<file path="src/rtl/box_downsample_two_by_two_defines.svh">
// ----------------------------------------------------------------------------
// box_downsample_two_by_two_defines.svh
// Assertion macros for the downsampler RTL.
// ----------------------------------------------------------------------------
`ifndef BOX_DOWNSAMPLE_TWO_BY_TWO_DEFINES_SVH
`define BOX_DOWNSAMPLE_TWO_BY_TWO_DEFINES_SVH

// Same-cycle implication, disabled during reset
`define BDS_ASSERT_NOW(lbl, ante, cons) \
    lbl: assert property (@(posedge i_clk) disable iff (!i_rst_n) (ante) |-> (cons)) \
        else $error("bds assertion failed");

// Next-cycle implication, disabled during reset
`define BDS_ASSERT_NEXT(lbl, ante, cons) \
    lbl: assert property (@(posedge i_clk) disable iff (!i_rst_n) (ante) |=> (cons)) \
        else $error("bds assertion failed");

`endif

</file>
<file path="src/rtl/bds_pkg.sv">
// ----------------------------------------------------------------------------
// bds_pkg
// Types and constants shared by the 2x2 box downsampler.
// ----------------------------------------------------------------------------
package bds_pkg;

    localparam int PIX_W   = 8;
    localparam int PAIR_W  = 9;
    localparam int SUM_W   = 10;
    localparam int CFG_W   = 11;
    localparam int CFG_IDX_W = 2;

    localparam int RESET_IMAGE_WIDTH  = 640;
    localparam int RESET_IMAGE_HEIGHT = 480;

    // Configuration register indexes
    typedef enum logic [CFG_IDX_W-1:0] {
        REG_IMAGE_WIDTH  = 2'd0,
        REG_IMAGE_HEIGHT = 2'd1
    } t_reg_idx;

    // Pair produced on one input transfer, handed to the averaging stage
    typedef struct packed {
        logic [PAIR_W-1:0] pair;
        logic              use_line;  // lower row: add stored upper pair sum
        logic              last_col;
        logic              last_row;
    } t_pair_info;

endpackage

</file>
<file path="src/rtl/bds_line_mem.sv">
// ----------------------------------------------------------------------------
// bds_line_mem
// Line store of upper-row pair sums: one write port, one registered read port.
// ----------------------------------------------------------------------------
module bds_line_mem #(
    parameter int DEPTH = 512,
    parameter int AW    = 9
) (
    input  logic                       i_clk,
    input  logic                       i_wr_en,
    input  logic                       i_rd_en,
    input  logic [AW-1:0]              i_addr,
    input  logic [bds_pkg::PAIR_W-1:0] i_wr_data,
    output logic [bds_pkg::PAIR_W-1:0] o_rd_data
);

    logic [bds_pkg::PAIR_W-1:0] r_mem [DEPTH];
    logic [bds_pkg::PAIR_W-1:0] r_rd_data;

    // Write port
    always_ff @(posedge i_clk) begin
        if (i_wr_en) begin
            r_mem[i_addr] <= i_wr_data;
        end
    end

    // Registered read, held until the next read
    always_ff @(posedge i_clk) begin
        if (i_rd_en) begin
            r_rd_data <= r_mem[i_addr];
        end
    end

    assign o_rd_data = r_rd_data;

endmodule

</file>
<file path="config.mk">
export PLATFORM = sky130hd
export DESIGN_NAME = bds_line_mem
export DESIGN_NICKNAME = d
export VERILOG_FILES = /design/src/rtl/box_downsample_two_by_two_defines.svh /design/src/rtl/bds_pkg.sv /design/src/rtl/bds_line_mem.sv
export SDC_FILE = /design/constraint.sdc
export NUM_CORES = 2
export LEC_CHECK = 0
export ABC_CLOCK_PERIOD_IN_PS = 12150
export BUFFER_PORTS_ARGS = -buffer_cell sky130_fd_sc_hd__clkbuf_2
export CAP_MARGIN = 40
export CORE_MARGIN = 5
export CORE_UTILIZATION = 45
export DETAILED_ROUTE_END_ITERATION = 8
export GPL_ROUTABILITY_DRIVEN = 0
export SLEW_MARGIN = 20
export SYNTH_ARGS = -nofsm -noshare
export SYNTH_HDL_FRONTEND = slang
export SYNTH_MEMORY_MAX_BITS = 65536
export SYNTH_SLANG_ARGS = --single-unit
</file>
<file path="constraint.sdc">
create_clock -name i_clk -period 12.15 [get_ports i_clk]
set_input_delay 3.645 -clock i_clk [delete_from_list [all_inputs] [get_ports i_clk]]
set_output_delay 3.645 -clock i_clk [all_outputs]
set_load 0.05 [all_outputs]
</file>
---- Yosys cells after proc, flatten, opt, wreduce, memory -nomap -nowiden ----
Memories as Yosys holds them, arrays and structs flattened. A register that Yosys moved wholly into a read port is not among the register bits.
Index checks and enable logic that the tools add are counted.
cells by class
  multiplexer cells ....................... 2
operators with widths
  cell               number
  two-way mux 1 bit  2
storage, ports and cells
  register bits after elaboration ......... 0
  memory bits (writable) .................. 4608
  input port bits ......................... 21
  word-level logic and storage cells ...... 3
  memories ................................ 1
memories
  memory  depth  bits a word  rd ports  clocked after Yosys merged registers in  write ports  RTL line            RTL
  r_mem   512    9            1         1                                        1            bds_line_mem.sv:17  logic [bds_pkg::PAIR_W-1:0] r_mem [DEPTH];

---- Depth between registers and ports, before layout ----
  depth after elaboration ................. 2
  gate-level depth with buffers ........... 15
  gate-level depth less buffers ........... 7

---- Least setup slack after synthesis ----
OpenSTA, ideal clock, no wires.
  path kind ............................... input -> register
  start point ............................. input i_addr[0]
  end point ............................... register r_rd_data (netlist bit o_rd_data[5]) (read register of r_mem) (data pin)
  library setup time ...................... 0.280 ns
  arrival time ............................ 6.275 ns
  data required time ...................... 11.870 ns
  path slack .............................. 5.595 ns
  stages .................................. 13
  path buffers ............................ 6
  cells stage by stage .................... buf_6 buf_6 buf_4 buf_6 buf_2 buf_2 mux4_2 a22oi_1 o21ai_0 a32oi_1 o221ai_1 nor3_1 nand4_1
RTL lines
  what             RTL line            RTL
  start, declared  bds_line_mem.sv:12  input logic [AW-1:0] i_addr,
  end, declared    bds_line_mem.sv:18  logic [bds_pkg::PAIR_W-1:0] r_rd_data;

==> results.sh <==
export IMPL_status="completed"
export IMPL_grt_max_degree=175
export IMPL_place_hpwl_mm=326.4
export IMPL_final_cell_count_no_fill=14855
export IMPL_cp_data_required_time_ns=12.91
export IMPL_fill_cells=30691
export IMPL_setup_violations=0
export IMPL_reg2reg_to="o_rd_data[6]"
export IMPL_cts_resized_gates=0
export IMPL_p_int_mw=25.85
export IMPL_share_comb_of_total_power_pct=4.8
export IMPL_ys_flop_type="edfxtp_1"
export IMPL_clock_path_buffers=4
export IMPL_clockPowerShare_pct=41.9
export IMPL_wl_per_cell_um=34.44
export IMPL_cp_max_fo=67
export IMPL_place_port_buffers=29
export IMPL_max_freq_ghz=0.1243
export IMPL_initial_core_util_pct=45.17
export IMPL_viasPerCell=6.217
export IMPL_critPathSlowestCell="buf_4"
export IMPL_antenna_found_initial=41
export IMPL_ant_nets=0
export IMPL_hold_viol=0
export IMPL_crit_chain="buf_12 > buf_4 > buf_4 > mux4_2 > a22oi_1 > o22ai_1 > nor4_1 > buf_2 > nand4_1 > or4_1"
export IMPL_p_sw_mw=7.114
export IMPL_num_vias=92352
export IMPL_crit_type="primary input to flop"
export IMPL_ys_ff_latch=4617
export IMPL_dp_cells=13827
export IMPL_start_kind="primary input"
export IMPL_dr_pass1_iters=6
export IMPL_clock_sinks=4617
export IMPL_drive_gt1_share_pct=26.55
export IMPL_ff2ff_setup_slack_ns=8.31
export IMPL_synth_top_area_share_pct=77.56
export IMPL_numCtsBuffers=457
export IMPL_rows=231
export IMPL_layout_nets=9222
export IMPL_hold_ws_ns=0.9974
export IMPL_synth_edf_count=4617
export IMPL_end_kind="flop"
export IMPL_cts_setup_buffers=0
export IMPL_leakagePower_nw=65.10
export IMPL_io_pins=30
export IMPL_clk_latency_ns=1.04
export IMPL_ys_types=68
export IMPL_synth_top_cell_by_area="edfxtp_1"
export IMPL_remaining_drc_errors=0
export IMPL_syn_nets=8487
export IMPL_use_met3_pct=5.140
export IMPL_use_met1_pct=34.09
export IMPL_dieWidth_um=640.3
export IMPL_p_sw_share_pct=21.58
export IMPL_setup_worst_path_start="i_addr[0]"
export IMPL_grt_busiest_layer="met2"
export IMPL_hold_class="flop to flop"
export IMPL_drt_wl_total_mm=511.6
export IMPL_grt_pass1_wl_mm=714.2
export IMPL_synthArstFlopShare_pct=0
export IMPL_dieHeight_um=640.3
export IMPL_synth_cells=8466
export IMPL_slew_violations=0
export IMPL_synth_seq_area_share_pct=77.56
export IMPL_dieArea_sq_mm=0.4099
export IMPL_cp_endpoint="o_rd_data[0]"
export IMPL_relSlewSlack_pct=24.76
export IMPL_synth_common_cells="edfxtp_1, mux4_2, nor2_1"
export IMPL_dpl_cell_area_sq_mm=0.1884
export IMPL_stdcell_area_sq_mm=0.2044
export IMPL_cts_root_buf="clkbuf_16"
export IMPL_core_sq_mm=0.3957
export IMPL_yosys_warnings=0
export IMPL_avgSynthCellArea_sq_um=21.11
export IMPL_drt_iter0_markers=13194
export IMPL_synthMostInstantiatedCell="edfxtp_1"
export IMPL_yosys_top_cells_area="edfxtp_1, mux4_2, mux2i_1, nor2_1, o22ai_1"
export IMPL_syn_area_sq_mm=0.1787
export IMPL_grt_pass1_vias=90523
export IMPL_power_density_mw_per_mm2=161.2
export IMPL_worstMarginPinSlew_ns=1.129
export IMPL_seqPwrFrac_pct=53.3
export IMPL_worstReg2RegStart="r_mem[115][6]"
export IMPL_cts_hold_buf=0
export IMPL_htreeDepth=5
export IMPL_fin_skew_ns=0.07110
export IMPL_crit_arrival_ns=8.81
export IMPL_syn2layout_area_growth_pct=14.37
export IMPL_period_needed_ns=8.046
export IMPL_setup_tns_ns=0
export IMPL_cts_tree="done"
export IMPL_max_vdd_ir_drop_v=0.0001361
export IMPL_cp_common_cell="buf_4"
export IMPL_r2r_cells=7
export IMPL_rsz0062_at_grt="no"
export IMPL_max_stage_delay_ns=0.70
export IMPL_min_period_over_period_pct=66.22
export IMPL_grt_total_usage_pct=24.55
export IMPL_max_cap_violations=0
export IMPL_grt_overflow_total=0
export IMPL_path_clk_slew_ns=0.07
export IMPL_grtUsageMet2_pct=38.28
metrics by stage:
step / setup WS, ns / util, % / total power, mW
4_1_cts: 4.199 / 51.29 / 33.13
2_1_floorplan: 5.595 / - / 18.67
6_report: 4.104 / 51.67 / 32.96
3_3_place_gp: 2.730 / 46.76 / 19.43
5_1_grt: 3.974 / 51.65 / 33.90
3_5_place_dp: 3.146 / 47.62 / 19.48
final cells by class:
type / instances / area, sq um / share of cell area (%)
Tap cell: 5242 / 6559 / 3.208
Timing Repair Buffer: 794 / 6760 / 3.307
Sequential cell: 4617 / 138600 / 67.82
Multi-Input combinational cell: 3316 / 37810 / 18.50
Clock buffer: 556 / 11870 / 5.807
Clock inverter: 289 / 2654 / 1.298
Antenna cell: 26 / 65.06 / 0.03183
Inverter: 15 / 63.81 / 0.03121
power groups by stage:
stage	Combinational, mW	Sequential [mW]	Clock [mW]
2_1_floorplan	0.768	17.9	0
3_3_place_gp	1.53	17.9	0
3_5_place_dp	1.57	17.9	0
4_1_cts	1.58	17.6	14.0
5_1_grt	1.65	17.6	14.7
6_report	1.59	17.6	13.8
sequential cells by signal, indices dropped and copies added (netlist names):
| signal | count |
|---|---|
| r_mem | 4608 |
| o_rd_data | 9 |
worst min path at each step:
stage | startpoint | to | slack [ns] | depth (start not counted)
finish | r_mem[371][2] | o_rd_data[2] | 1.0 | 5
global route | r_mem[368][2] | o_rd_data[2] | 1.06 | 5
CTS | r_mem[371][2] | o_rd_data[2] | 1.00 | 5
detailed placement | r_mem[371][2] | o_rd_data[2] | 0.99 | 5
global placement | r_mem[370][2] | o_rd_data[2] | 1.03 | 5
floorplan | r_mem[210][6] | o_rd_data[6] | 0.74 | 3
cell usage in the layout (no fill, tap or decap), types with 26 or more instances in the layout:
cell type / Yosys / layout
edfxtp_1: 4617 / 4617
mux4_2: 968 / 968
buf_4: 46 / 683
nor2_1: 571 / 568
mux2i_1: 504 / 504
clkbuf_16: 0 / 460
o22ai_1: 162 / 159
nand2_1: 155 / 143
a21oi_1: 123 / 123
o21ai_0: 130 / 122
clkinv_1: 0 / 113
a22oi_1: 104 / 104
clkinv_2: 0 / 99
clkbuf_1: 196 / 96
mux2_2: 76 / 76
nand3_1: 67 / 59
nor3_1: 48 / 45
a31oi_1: 46 / 45
bufinv_16: 0 / 40
a22o_1: 37 / 37
buf_12: 2 / 30
nand4_1: 28 / 28
diode_2: 0 / 26
a211oi_1: 26 / 26
routing by layer:
layer | routed length (um) | part of all wire, %
met1 | 198500 | 39
met3 | 48680 | 9.5
met4 | 22590 | 4.4
met2 | 241800 | 47
met5 | 96 | 0.019
critical path: cells and delay by family:
| kind | cells | cell delay [ns] |
|---|---|---|
| buffers and inverters | 4 | 1.84 |
| AO/OA/AOI/OAI | 2 | 0.93 |
| multiplexers | 1 | 0.57 |
| AND/OR/NAND/NOR | 3 | 1.46 |
logic make-up (layout without fill, tap and decap cells):
| family | count (synthesis) | count (layout) | synth area share (%) |
|---|---|---|---|
| multiplexers | 1559 | 1559 | 15.66 |
| flip-flops | 4617 | 4617 | 77.56 |
| AND/OR/NAND/NOR | 992 | 992 | 2.428 |
| other | 0 | 26 | 0 |
| AO/OA/AOI/OAI | 765 | 765 | 2.840 |
| buffers and inverters | 533 | 1654 | 1.509 |
No activity file was read; power rests on OpenSTA's default activity.
