File: src/rtl/box_downsample_two_by_two_defines.svh
// ----------------------------------------------------------------------------
// box_downsample_two_by_two_defines.svh
// Assertion macros for the downsampler RTL.
// ----------------------------------------------------------------------------
`ifndef BOX_DOWNSAMPLE_TWO_BY_TWO_DEFINES_SVH
`define BOX_DOWNSAMPLE_TWO_BY_TWO_DEFINES_SVH

// Same-cycle implication, disabled during reset
`define BDS_ASSERT_NOW(lbl, ante, cons) \
    lbl: assert property (@(posedge i_clk) disable iff (!i_rst_n) (ante) |-> (cons)) \
        else $error("bds assertion failed");

// Next-cycle implication, disabled during reset
`define BDS_ASSERT_NEXT(lbl, ante, cons) \
    lbl: assert property (@(posedge i_clk) disable iff (!i_rst_n) (ante) |=> (cons)) \
        else $error("bds assertion failed");

`endif

File: src/rtl/bds_pkg.sv
// ----------------------------------------------------------------------------
// bds_pkg
// Types and constants shared by the 2x2 box downsampler.
// ----------------------------------------------------------------------------
package bds_pkg;

    localparam int PIX_W   = 8;
    localparam int PAIR_W  = 9;
    localparam int SUM_W   = 10;
    localparam int CFG_W   = 11;
    localparam int CFG_IDX_W = 2;

    localparam int RESET_IMAGE_WIDTH  = 640;
    localparam int RESET_IMAGE_HEIGHT = 480;

    // Configuration register indexes
    typedef enum logic [CFG_IDX_W-1:0] {
        REG_IMAGE_WIDTH  = 2'd0,
        REG_IMAGE_HEIGHT = 2'd1
    } t_reg_idx;

    // Pair produced on one input transfer, handed to the averaging stage
    typedef struct packed {
        logic [PAIR_W-1:0] pair;
        logic              use_line;  // lower row: add stored upper pair sum
        logic              last_col;
        logic              last_row;
    } t_pair_info;

endpackage

File: src/rtl/bds_out_if.sv
// ----------------------------------------------------------------------------
// bds_out_if
// Output pixel channel: valid/ready handshake with pixel and position marks.
// ----------------------------------------------------------------------------
interface bds_out_if;
    logic                      valid;
    logic                      ready;
    logic [bds_pkg::PIX_W-1:0] pixel_out;
    logic                      row_end;
    logic                      frame_end;

    modport source (output valid, output pixel_out, output row_end, output frame_end,
                    input ready);
    modport sink   (input valid, input pixel_out, input row_end, input frame_end,
                    output ready);
endinterface

File: src/rtl/bds_accum.sv
// ----------------------------------------------------------------------------
// bds_accum
// Vertical sum, averaging and output register with back-pressure.
// ----------------------------------------------------------------------------
module bds_accum (
    input  logic                       i_clk,
    input  logic                       i_rst_n,
    input  logic                       i_load,
    input  bds_pkg::t_pair_info        i_info,
    input  logic [bds_pkg::PAIR_W-1:0] i_rd_data,
    output logic                       o_ready,
    output logic                       o_stage_valid,
    bds_out_if.source                  o_pix_out
);

    logic                       r_s1_valid;
    bds_pkg::t_pair_info        r_s1_info;
    logic                       r_out_valid;
    logic [bds_pkg::PIX_W-1:0]  r_pixel;
    logic                       r_row_end;
    logic                       r_frame_end;

    logic                       out_free;
    logic [bds_pkg::SUM_W-1:0]  sum;

    // Output register frees up when empty or being taken
    assign out_free      = !r_out_valid || o_pix_out.ready;
    assign o_ready       = !r_s1_valid || out_free;
    assign o_stage_valid = r_s1_valid;

    // Block sum: stored upper pair plus lower pair, or last row counted twice
    always_comb begin
        if (r_s1_info.use_line) begin
            sum = {1'b0, i_rd_data} + {1'b0, r_s1_info.pair};
        end else begin
            sum = {r_s1_info.pair, 1'b0};
        end
    end

    // Control: stage and output valid
    always_ff @(posedge i_clk) begin
        if (!i_rst_n) begin
            r_s1_valid  <= 1'b0;
            r_out_valid <= 1'b0;
        end else begin
            if (i_load) begin
                r_s1_valid <= 1'b1;
            end else if (out_free) begin
                r_s1_valid <= 1'b0;
            end
            if (out_free) begin
                r_out_valid <= r_s1_valid;
            end
        end
    end

    // Payload
    always_ff @(posedge i_clk) begin
        if (i_load) begin
            r_s1_info <= i_info;
        end
        if (out_free && r_s1_valid) begin
            r_pixel     <= sum[bds_pkg::SUM_W-1:2];
            r_row_end   <= r_s1_info.last_col;
            r_frame_end <= r_s1_info.last_col && r_s1_info.last_row;
        end
    end

    assign o_pix_out.valid     = r_out_valid;
    assign o_pix_out.pixel_out = r_pixel;
    assign o_pix_out.row_end   = r_row_end;
    assign o_pix_out.frame_end = r_frame_end;

endmodule

File: src/flat_wrapper.sv
// flat-port wrapper written by rule: the top's interface ports become plain ports
module bds_accum_flat 
  (i_clk, i_rst_n, i_load, i_info, i_rd_data, o_ready, o_stage_valid, o_pix_out_valid, o_pix_out_pixel_out, o_pix_out_row_end, o_pix_out_frame_end, o_pix_out_ready);
  bds_out_if o_pix_out_i ();
  input  logic i_clk;
  input  logic i_rst_n;
  input  logic i_load;
  input  bds_pkg::t_pair_info i_info;
  input  logic [bds_pkg::PAIR_W-1:0] i_rd_data;
  output logic o_ready;
  output logic o_stage_valid;
  output wire logic [$bits(o_pix_out_i.valid)-1:0] o_pix_out_valid;
  output wire logic [$bits(o_pix_out_i.pixel_out)-1:0] o_pix_out_pixel_out;
  output wire logic [$bits(o_pix_out_i.row_end)-1:0] o_pix_out_row_end;
  output wire logic [$bits(o_pix_out_i.frame_end)-1:0] o_pix_out_frame_end;
  input wire logic [$bits(o_pix_out_i.ready)-1:0] o_pix_out_ready;
  assign o_pix_out_valid = o_pix_out_i.valid;
  assign o_pix_out_pixel_out = o_pix_out_i.pixel_out;
  assign o_pix_out_row_end = o_pix_out_i.row_end;
  assign o_pix_out_frame_end = o_pix_out_i.frame_end;
  assign o_pix_out_i.ready = o_pix_out_ready;
  bds_accum u_core (.i_clk(i_clk), .i_rst_n(i_rst_n), .i_load(i_load), .i_info(i_info), .i_rd_data(i_rd_data), .o_ready(o_ready), .o_stage_valid(o_stage_valid), .o_pix_out(o_pix_out_i));
endmodule
File: config.mk
export PLATFORM = sky130hd
export DESIGN_NAME = bds_accum_flat
export DESIGN_NICKNAME = d
export VERILOG_FILES = /design/src/rtl/box_downsample_two_by_two_defines.svh /design/src/rtl/bds_pkg.sv /design/src/rtl/bds_out_if.sv /design/src/rtl/bds_accum.sv /design/src/flat_wrapper.sv
export SDC_FILE = /design/constraint.sdc
export NUM_CORES = 1
export LEC_CHECK = 0
export ABC_CLOCK_PERIOD_IN_PS = 3220
export BUFFER_PORTS_ARGS = -buffer_cell sky130_fd_sc_hd__buf_2
export CAP_MARGIN = 10
export CORE_MARGIN = 2
export CORE_UTILIZATION = 56
export CTS_BUF_LIST = sky130_fd_sc_hd__clkbuf_2
export DETAILED_ROUTE_END_ITERATION = 8
export PLACE_DENSITY = 0.95
export SYNTH_ARGS = -nofsm -noshare
export SYNTH_HDL_FRONTEND = slang
export SYNTH_SLANG_ARGS = --single-unit
File: constraint.sdc
create_clock -name i_clk -period 3.22 [get_ports i_clk]
set_input_delay 0.161 -clock i_clk [delete_from_list [all_inputs] [get_ports i_clk]]
set_output_delay 0.161 -clock i_clk [all_outputs]
set_load 0.005 [all_outputs]
### Yosys cells after proc, flatten, opt, wreduce, memory -nomap -nowiden

Cells that the tools add are included.

| storage, ports and cells | value |
|---|---|
| register bits | 24 |
| output and inout bits | 13 |
| logic and storage cells | 20 |

| cells by class | value |
|---|---|
| add/sub/neg operators | 1 |
| mux-type cells | 3 |
| reduce and logical (&&, ||, !) cells | 7 |

Operator list:

| kind | count |
|---|---|
| $add 9x9->10 | 1 |
| $mux 10 | 1 |
| $logic_and 1x1->1 | 2 |
| $logic_not 1->1 | 2 |
| $logic_or 1x1->1 | 2 |
| $mux 1 | 2 |
| $reduce_bool 2->1 | 1 |

### Logic depth before layout (Yosys ltp)

Gate-level depths: netlist (run 1).

| depth | value |
|---|---|
| depth after elaboration | 4 |
| depth in mapped cells | 6 |
| mapped depth without buffers | 5 |

### Least setup slack after synthesis (run 1)

No wires, ideal clock.

| path | value |
|---|---|
| path kind | register -> register |
| start point | register u_core.r_s1_info[7] (netlist name) |
| end point | register u_core.r_pixel (netlist bit u_core.o_pix_out.pixel_out[7]) (data pin) |
| arrival time | 1.587 ns |
| data required time | 2.956 ns |
| path slack | 1.369 ns |
| stages on the path, launching flop included | 6 |
| period minus slack after synthesis | 1.851 ns |
| path through | edfxtp_1 -> ha_1 -> a21o_1 -> a31o_1 -> o21a_1 -> o41a_1 |

| on the way | value |
|---|---|
| cells in the longest elaborated chain, start to end | 2 |

Ends and longest elaborated chain:

| element | line | text |
|---|---|---|
| start: declaration | bds_accum.sv:17 | `bds_pkg::t_pair_info r_s1_info;` |
| start signal: assignment | bds_accum.sv:60 | `r_s1_info <= i_info;` |
| $add 9x9->10 | bds_accum.sv:34 | `sum = {1'b0, i_rd_data} + {1'b0, r_s1_info.pair};` |
| $mux 10 | bds_accum.sv:33 | `if (r_s1_info.use_line) begin` |
| net u_core.sum (one bit) | bds_accum.sv:24 | `logic [bds_pkg::SUM_W-1:0] sum;` |
| end signal: assignment | bds_accum.sv:63 | `r_pixel <= sum[bds_pkg::SUM_W-1:2];` |
| end: declaration | bds_accum.sv:19 | `logic [bds_pkg::PIX_W-1:0] r_pixel;` |

The timed path passes the listed nets, and every way through them passes these cells.
A chain may end at the register's enable or synchronous reset.

### Final worst setup path (run 1)

Ends and elaborated chain as after synthesis.

==> results of run 1 <==
==> worst max-delay path: stages (launching register included) <==
cell and delay, ns:
edfxtp_1 0.48, ha_1 0.38, a21o_1 0.23, a31o_1 0.24
o21a_1 0.18, o41a_1 0.31
==> per-layer routing <==
layer	routed length (µm)	global-route usage, %	up-vias
met5	0	0	-
met2	1420	42.8	68
met4	95	14.4	0
met3	195	3.64	18
met1	949	26.0	460
li1	-	-	475
==> power breakdown <==
part           switching [mW]  leakage (nW)  total, mW  internal (mW)
Sequential             0.0132         0.228      0.384          0.371
Clock                  0.0896        0.0140      0.117         0.0270
Combinational          0.0776         0.400      0.151         0.0735
Total                   0.180         0.642      0.651          0.471
==> logic make-up (layout without fill, tap and decap cells) <==
group | count (synthesis) | after routing
compound gates | 25 | 25
xor+xnor | 3 | 3
fa+ha+maj | 8 | 8
buf+inv | 3 | 54
flops | 24 | 24
mux | 3 | 3
simple gates | 30 | 30
==> stage by stage <==
step	setup slack (ns)	area (µm²)	instances
3_3_place_gp	1.32	1400	158
4_1_cts	1.23	1530	174
6_report	1.19	1530	174
5_1_grt	1.07	1530	174
2_1_floorplan	1.37	1180	96
3_5_place_dp	1.24	1400	158
==> sequential cells by signal (all words and copies together) (netlist names) <==
register / count
u_core.o_pix_out.frame_end: 1
u_core.o_pix_out.pixel_out: 8
u_core.o_pix_out.row_end: 1
u_core.o_pix_out.valid: 1
u_core.o_stage_valid: 1
u_core.r_s1_info: 12
==> placed cells by master, fill, tap and decap left out, drive strengths merged <==
cell          n
buf          37
edfxtp       22
dlygate4sd3  12
nand2        10
a21oi         8
ha            8
nor2          6
nand3         4
nor3          3
o21ai         3
mux2          3
nor2b         3
clkbuf        3
a21o          3
clkinv        2
nand4         2
o21a          2
o311ai        2
xor2          2
dfxtp         2
a211oi        1
and4          1
a211o         1
a22oi         1
a31o          1
o31ai         1
a31oi         1
xnor2         1
and2          1
o41a          1
==> timing repair <==
action / in CTS / in global routing
resized for setup: 0 / 0
setup buffers: 0 / 0
hold buffers: 12 / 0
hold endpoints to repair: 12 / 0
==> area by class of cell <==
| type | instances | area share, % |
|---|---|---|
| clock buffers | 3 | 0.979 |
| clock inverters | 1 | 0.245 |
| inverters | 1 | 0.245 |
| multi-input cells | 69 | 30.8 |
| flip-flops and latches | 24 | 45.7 |
| well taps | 27 | 2.20 |
| repair buffers | 49 | 19.9 |
==> worst paths after layout <==
check	startpoint	end	slack, ns	cells after the start
max reg2reg	u_core.r_s1_info[7]	u_core.o_pix_out.pixel_out[7]	1.19	5
max	u_core.r_s1_info[7]	u_core.o_pix_out.pixel_out[7]	1.19	5
min	i_rst_n	u_core.o_pix_out.valid	0.02	2
min reg2reg	u_core.r_s1_info[1]	u_core.o_pix_out.row_end	0.51	0
==> results.py, run 1 <==
metrics = {
    "outcome": {
        "status": "complete, no violations",
    },
    "global_route": {
        "grt_pass1_wl_um": 4470,
        "antenna_found_initial": 0,
        "grt_pass1_vias": 1024,
        "grt_max_degree": 14,
        "groute.usage.overall_pct": 23.9,
        "overflow": 0,
    },
    "die": {
        "num_rows": 16,
        "initial_core_util_pct": 59.8,
        "die-area_um2": 2500,
        "num_io_pins": 38,
        "core_region_area_um2": 1980,
        "die-width_um": 50,
        "dieHeight_um": 50,
    },
    "worst_setup_path": {
        "critical_path_class": "register to register",
        "startpoint_type": "register",
        "crit_fanout": 6,
        "worst-endpoint-required_ns": 3.35,
        "cp-end-kind": "register",
        "arrival_ns": 2.15,
    },
    "timing": {
        "fin_crit_sh_pct": 63.0,
        "fin_skew_ns": 0.00917,
        "worst_hold_slack_ns": 0.0247,
        "hold_viol": 0,
        "clock.fmax_mhz": 493,
        "tightest_slew_ns": 0.845,
        "fin_setup_tns_ns": 0,
        "setup_violations": 0,
        "slew_viol_final": 0,
        "rsz0062_at_grt": "no",
        "min_period_ns": 2.03,
        "relSlewSlack_pct": 43.5,
    },
    "pwr": {
        "p_leak_nw": 0.642,
        "totalPowerFinal_uw": 651,
        "ir_drop_v": 0.000355,
        "powerDensity_nw_per_um2": 425,
    },
    "routing": {
        "vias_per_cell": 5.87,
        "drt_iter0_drc": 38,
        "vias": 1021,
        "drc": 0,
        "postRouteAntennaNets": 0,
        "wl_per_cell_um": 15.3,
        "wl_um": 2660,
        "dr.pass1.iters": 4,
    },
    "final_layout": {
        "fillers": 108,
        "multi_input_area_um2": 472,
        "final_util_pct": 77.4,
        "drive_above_1_share_pct": 30.6,
        "syn2layout_area_growth_pct": 29.5,
        "num_antenna_cells": 0,
        "regArea_um2": 701,
        "finalNetCount": 181,
    },
    "logic_synthesis": {
        "async_reset_ff_share_pct": 0,
        "ys_types": 30,
        "syn-num-nets": 129,
        "synth_ff_type": "edfxtp_1",
        "synth_top_family_by_area": "compound AO/OA/AOI/OAI gates",
        "synth_area_leaders": "edfxtp_1 (56%), ha_1 (8.4%), a21oi_1 (3.4%)",
        "synth_compound_area_share_pct": 14.3,
        "synthAdderAreaFrac_pct": 8.45,
        "netlist_instances": 96,
        "ys_ff_latch": 24,
        "yosys-mux-area-fraction_pct": 2.85,
        "synth-edff-count": 22,
        "synth_top_area_share_pct": 55.8,
        "yosysTopAreaCell": "edfxtp_1",
        "syn-cell-area_um2": 1180,
        "avgSynthCellArea_um2": 12.3,
        "netlist_top_cells_count": "edfxtp_1 (22), nand2_1 (10), a21oi_1 (8), ha_1 (8), nor2_1 (6)",
        "synth_most_common_cell": "edfxtp_1",
        "synth_xor_area_share_pct": 2.22,
        "synth-simple-area-share_pct": 12.0,
        "seq_area_frac_synth_pct": 59.1,
        "synth_warnings": 0,
    },
    "placed_design": {
        "place.detailed.hpwl_um": 1750,
        "gp_congestion": 0.857,
        "numPortBuffers": 37,
    },
    "clock_network": {
        "ctsHtreeMaxLevel": 1,
        "clockBufferDepth": 2,
        "clock_sinks": 24,
        "cts-root-buf": "clkbuf_2",
        "path_clk_slew_ns": 0.23,
        "cts_tree": "done",
        "cts_inserted_buffers": 3,
        "insertion_delay_ns": 0.33,
    },
    "run": {
        "maxCapViolCount": 0,
    },
    "min_path": {
        "hold_class": "input pin to register",
    },
}
Power figures use the tool's default switching activity.
==> run 2, diff against run 1 <==
- ABC_CLOCK_PERIOD_IN_PS: 3220 -> 2000
- CORE_UTILIZATION: 56 -> 52
- PLACE_DENSITY: 0.95 -> 0.9
- clock period: 3.22 -> 2 ns (I/O delays scaled with it)
==> run 2 against run 1 <==
  * Global-route usage decreased by 2.6 points
  * Critical path depth unchanged
  * Flip-flop and latch count unchanged
  * Routed wire length decreased by 2.9%
  * Final area increased by 4.6%
  * Final cell count increased by 3.4%
  * Non-clock buffer count increased by 5
  * Maximum frequency increased by 6.1%
  * Critical path type unchanged
  * Critical endpoint unchanged
  * Highest routed layer unchanged
==> results.py, run 2 (synthesized netlist as in run 1, its figures left out) <==
metrics = {
    "timing": {
        "hold_viol": 0,
        "worst_hold_slack_ns": 0.0857,
        "rsz0062_at_grt": "no",
        "fin_skew_ns": 0.00886,
        "clock.fmax_mhz": 523,
        "fin_crit_sh_pct": 95.6,
        "tightest_slew_ns": 0.394,
        "fin_setup_tns_ns": 0,
        "slew_viol_final": 0,
        "min_period_ns": 1.91,
        "setup_violations": 0,
        "relSlewSlack_pct": 73.4,
    },
    "routing": {
        "dr.pass1.iters": 4,
        "drt_iter0_drc": 24,
        "wl_um": 2580,
        "wl_per_cell_um": 14.3,
        "vias_per_cell": 5.48,
        "drc": 0,
        "postRouteAntennaNets": 0,
        "vias": 987,
    },
    "clock_network": {
        "ctsHtreeMaxLevel": 1,
        "insertion_delay_ns": 0.34,
        "path_clk_slew_ns": 0.25,
        "cts_inserted_buffers": 3,
        "clockBufferDepth": 2,
        "clock_sinks": 24,
        "cts_tree": "done",
        "cts-root-buf": "clkbuf_2",
    },
    "global_route": {
        "grt_pass1_wl_um": 4160,
        "antenna_found_initial": 0,
        "overflow": 0,
        "grt_max_degree": 15,
        "grt_pass1_vias": 948,
        "groute.usage.overall_pct": 21.3,
    },
    "pwr": {
        "totalPowerFinal_mw": 1.19,
        "ir_drop_v": 0.000622,
        "p_leak_nw": 0.679,
        "powerDensity_nw_per_um2": 743,
    },
    "worst_setup_path": {
        "cp-end-kind": "register",
        "worst-r2r-cell-count": 5,
        "crit_fanout": 7,
        "worst-endpoint-required_ns": 2.13,
        "startpoint_type": "register",
        "endpoint": "u_core.o_pix_out.pixel_out[7]",
        "arrival_ns": 2.04,
        "r2r_slack_ns": 0.09,
        "reg2reg_to": "u_core.o_pix_out.pixel_out[7]",
        "startpoint": "u_core.r_s1_info[9]",
        "critical_path_class": "register to register",
        "reg2reg_from": "u_core.r_s1_info[9]",
    },
    "die": {
        "num_io_pins": 38,
        "initial_core_util_pct": 54.1,
        "num_rows": 17,
        "die-width_um": 51.7,
        "dieHeight_um": 51.7,
        "core_region_area_um2": 2190,
        "die-area_um2": 2680,
    },
    "final_layout": {
        "finalNetCount": 186,
        "final_common_cell": "buf_2",
        "final_util_pct": 73.3,
        "largest_register": "u_core.r_s1_info",
        "syn2layout_area_growth_pct": 35.5,
        "fillers": 136,
        "layout_common_cells": "buf_2 (37), edfxtp_1 (22), dlygate4sd3_1 (13)",
        "drive_above_1_share_pct": 33.6,
        "num_antenna_cells": 0,
        "largest_register_ffs": 12,
    },
    "min_path": {
        "hold_class": "input pin to register",
        "hp-start": "o_pix_out_ready",
    },
    "run": {
        "maxCapViolCount": 0,
    },
    "placed_design": {
        "place.detailed.hpwl_um": 1760,
        "numPortBuffers": 37,
        "gp_congestion": 0.851,
    },
    "outcome": {
        "status": "complete, no violations",
    },
}
-- run 2: critical path, cell delays in order, from the launching register on --
cell and delay [ns]:
edfxtp_1 0.46, ha_1 0.37, a21o_1 0.19, a31o_1 0.19
o21a_1 0.19, o41a_1 0.31
-- run 2: timing repair --
action | 4_1_cts | 5_1_grt
setup buffers | 0 | 0
gates resized for setup | 0 | 1
endpoints found under the hold margin | 14 | 0
hold buffers | 13 | 0
endpoints found under the setup margin | 0 | 1
-- run 2: layout make-up --
type                       count  area, µm²  share of cell area (%)
clock buffer                   3       15.0                   0.935
multi-input combinational     69        475                    29.6
sequential                    24        701                    43.6
tap                           28       35.0                    2.18
clock inverter                 1       30.0                    1.87
timing repair buffer          54        345                    21.5
inverter                       1       3.75                   0.234
-- run 2: worst min path at each step --
| stage | slack (ns) | cells after the start | end |
|---|---|---|---|
| 2_1_floorplan | 0.20 | 0 | u_core.r_s1_info[0] |
| 3_3_place_gp | 0.28 | 1 | u_core.r_s1_info[8] |
| 3_5_place_dp | 0.28 | 1 | u_core.r_s1_info[5] |
| 4_1_cts | 0.10 | 3 | u_core.o_pix_out.valid |
| 5_1_grt | 0.08 | 3 | u_core.o_pix_out.valid |
| 6_report | 0.09 | 3 | u_core.o_pix_out.valid |
-- run 2: metrics by stage --
step                area (µm²)  cells  worst slack (ns)
finish                    1610    180            0.0882
global route              1610    180            0.0199
CTS                       1600    180            0.0519
detailed placement        1430    163            0.0785
global placement          1430    163             0.124
floorplan                 1180     96             0.149
-- run 2: report_power, final --
part | leakage [nW] | switching, mW | total, mW | internal (mW)
clock network | 0.0266 | 0.153 | 0.325 | 0.172
registers | 0.228 | 0.0159 | 0.612 | 0.596
logic | 0.424 | 0.126 | 0.256 | 0.130
-- run 2: routing by layer --
| layer | wire [µm] | share of wire [%] | track usage, % |
|---|---|---|---|
| met3 | 191 | 7.4 | 4.02 |
| met1 | 969 | 38 | 25.2 |
| met2 | 1400 | 54 | 38.5 |
| met5 | 0 | 0 | 0 |
| met4 | 19 | 0.74 | 7.02 |
==> run 3, diff against run 2 <==
- CORE_UTILIZATION: 52 -> 50
- PLACE_DENSITY: 0.9 -> 0.88
==> run 3 against run 2 <==
  * Die area grew 3.7%
  * Register-to-register slack lost 0.02 ns
  * Worst hold slack gained 0.0091 ns
  * Core utilization shrank 2.3 points
  * First-iteration DRC count grew 71%
  * Combinational power is essentially flat
  * Routed wire length shrank 7.5%
  * Via count grew 1.0%
  * Critical path depth is the same
==> results.py, run 3 (synthesized netlist as in run 1, its figures left out) <==
metrics = {
    "worst_setup_path": {
        "reg2reg_to": "u_core.o_pix_out.pixel_out[7]",
        "cp-end-kind": "register",
        "arrival_ns": 2.05,
        "startpoint_type": "register",
        "crit_fanout": 7,
        "reg2reg_from": "u_core.r_s1_info[9]",
        "worst-endpoint-required_ns": 2.12,
        "critical_path_class": "register to register",
        "worst-r2r-cell-count": 5,
        "startpoint": "u_core.r_s1_info[9]",
        "r2r_slack_ns": 0.07,
    },
    "final_layout": {
        "largest_register": "u_core.r_s1_info",
        "drive_above_1_share_pct": 33.6,
        "syn2layout_area_growth_pct": 33.7,
        "largest_register_ffs": 12,
        "layout_common_cells": "buf_2 (37), edfxtp_1 (22), dlygate4sd3_1 (13)",
        "final_common_cell": "buf_2",
        "final_util_pct": 70.9,
        "fin_cells": 180,
        "finalNetCount": 186,
        "num_antenna_cells": 0,
    },
    "routing": {
        "drt_iter0_drc": 41,
        "dr.pass1.iters": 4,
        "wl_per_cell_um": 13.3,
        "vias": 997,
        "wl_um": 2390,
        "drc": 0,
        "vias_per_cell": 5.54,
        "postRouteAntennaNets": 0,
    },
    "min_path": {
        "hold_class": "input pin to register",
        "hp-start": "o_pix_out_ready",
        "hold_path_depth": 3,
        "hold_end": "u_core.o_pix_out.valid",
    },
    "run": {
        "maxCapViolCount": 0,
    },
    "die": {
        "dieHeight_um": 52.7,
        "initial_core_util_pct": 53.1,
        "num_rows": 17,
        "die-width_um": 52.7,
        "die-area_um2": 2780,
        "num_io_pins": 38,
        "core_region_area_um2": 2230,
    },
    "global_route": {
        "groute.usage.overall_pct": 19.7,
        "antenna_found_initial": 0,
        "overflow": 0,
        "grt_pass1_wl_um": 3950,
        "grt_max_degree": 14,
        "grt_pass1_vias": 950,
    },
    "placed_design": {
        "place.detailed.hpwl_um": 1730,
        "numPortBuffers": 37,
        "place_worst_setup_slack_ns": 0.0591,
        "gp_congestion": 0.813,
        "dp_cells": 163,
    },
    "clock_network": {
        "path_clk_slew_ns": 0.21,
        "cts-root-buf": "clkbuf_2",
        "cts_inserted_buffers": 3,
        "cts_tree": "done",
        "insertion_delay_ns": 0.33,
        "ctsHtreeMaxLevel": 1,
        "clockBufferDepth": 2,
        "clock_sinks": 24,
    },
    "timing": {
        "hold_viol": 0,
        "tightest_slew_ns": 0.391,
        "slew_viol_final": 0,
        "min_period_ns": 1.93,
        "clock.fmax_mhz": 518,
        "fin_crit_sh_pct": 96.5,
        "setup_ws_ns": 0.0690,
        "fin_skew_ns": 0.00144,
        "relSlewSlack_pct": 73.6,
        "rsz0062_at_grt": "yes",
        "setup_violations": 0,
    },
    "outcome": {
        "status": "complete, no violations",
    },
    "pwr": {
        "totalPowerFinal_mw": 1.05,
        "powerDensity_nw_per_um2": 663,
        "ir_drop_v": 0.000591,
        "p_leak_nw": 0.668,
    },
}
run 3: cell types whose count changed in the layout (fill, tap and decap cells not counted):
cell / delta
a211oi_2: +1
a211oi_1: -1
clkinv_1: +1
bufinv_16: -1
run 3: metal layers:
layer | vias to the layer above | GRT usage [%] | routed length (µm)
met3 | 4 | 2.00 | 142
met5 | - | 0 | 0
li1 | 485 | - | -
met1 | 463 | 22.5 | 865
met2 | 45 | 36.7 | 1350
met4 | 0 | 8.12 | 28
run 3: worst max path at each step:
stage	end	cells past startpoint
2_1_floorplan	u_core.o_pix_out.pixel_out[7]	5
3_3_place_gp	u_core.o_pix_out.pixel_out[7]	5
3_5_place_dp	u_core.o_pix_out.pixel_out[7]	5
4_1_cts	u_core.o_pix_out.pixel_out[7]	5
5_1_grt	u_core.o_pix_out.pixel_out[7]	5
6_report	u_core.o_pix_out.pixel_out[7]	5
run 3: area by class of cell:
type                       instances  area (µm²)
sequential                        24         701
fill                             147         649
multi-input combinational         69         480
timing repair buffer              54         345
tap                               28        35.0
clock buffer                       3        15.0
clock inverter                     1        3.75
inverter                           1        3.75
run 3: repair_timing:
action                                 CTS  global route
resized for setup                        0             2
hold buffers                            13             0
buffers inserted                         0             0
endpoints found under the hold margin   14             0
setup endpoints to repair                0             3
run 3: metrics by stage:
step,setup TNS [ns],instance area [µm²],hold slack [ns]
final,0,1580,0.0948
after global routing,-0.00756,1580,0.0779
after CTS,0,1580,0.0935
after detailed placement,0,1430,0.278
after global placement,0,1430,0.276
after floorplan,0,1180,0.199
run 3: critical path: stages, from the launching register on:
cell and delay (ns):
edfxtp_1 0.45, ha_1 0.39, a21o_1 0.19, a31o_1 0.20, o21a_1 0.19, o41a_1 0.31
run 3: power by group:
group	total [mW]	switching [mW]	internal, mW
Combinational	0.257	0.127	0.131
Sequential	0.611	0.0150	0.596
Clock	0.181	0.138	0.0435
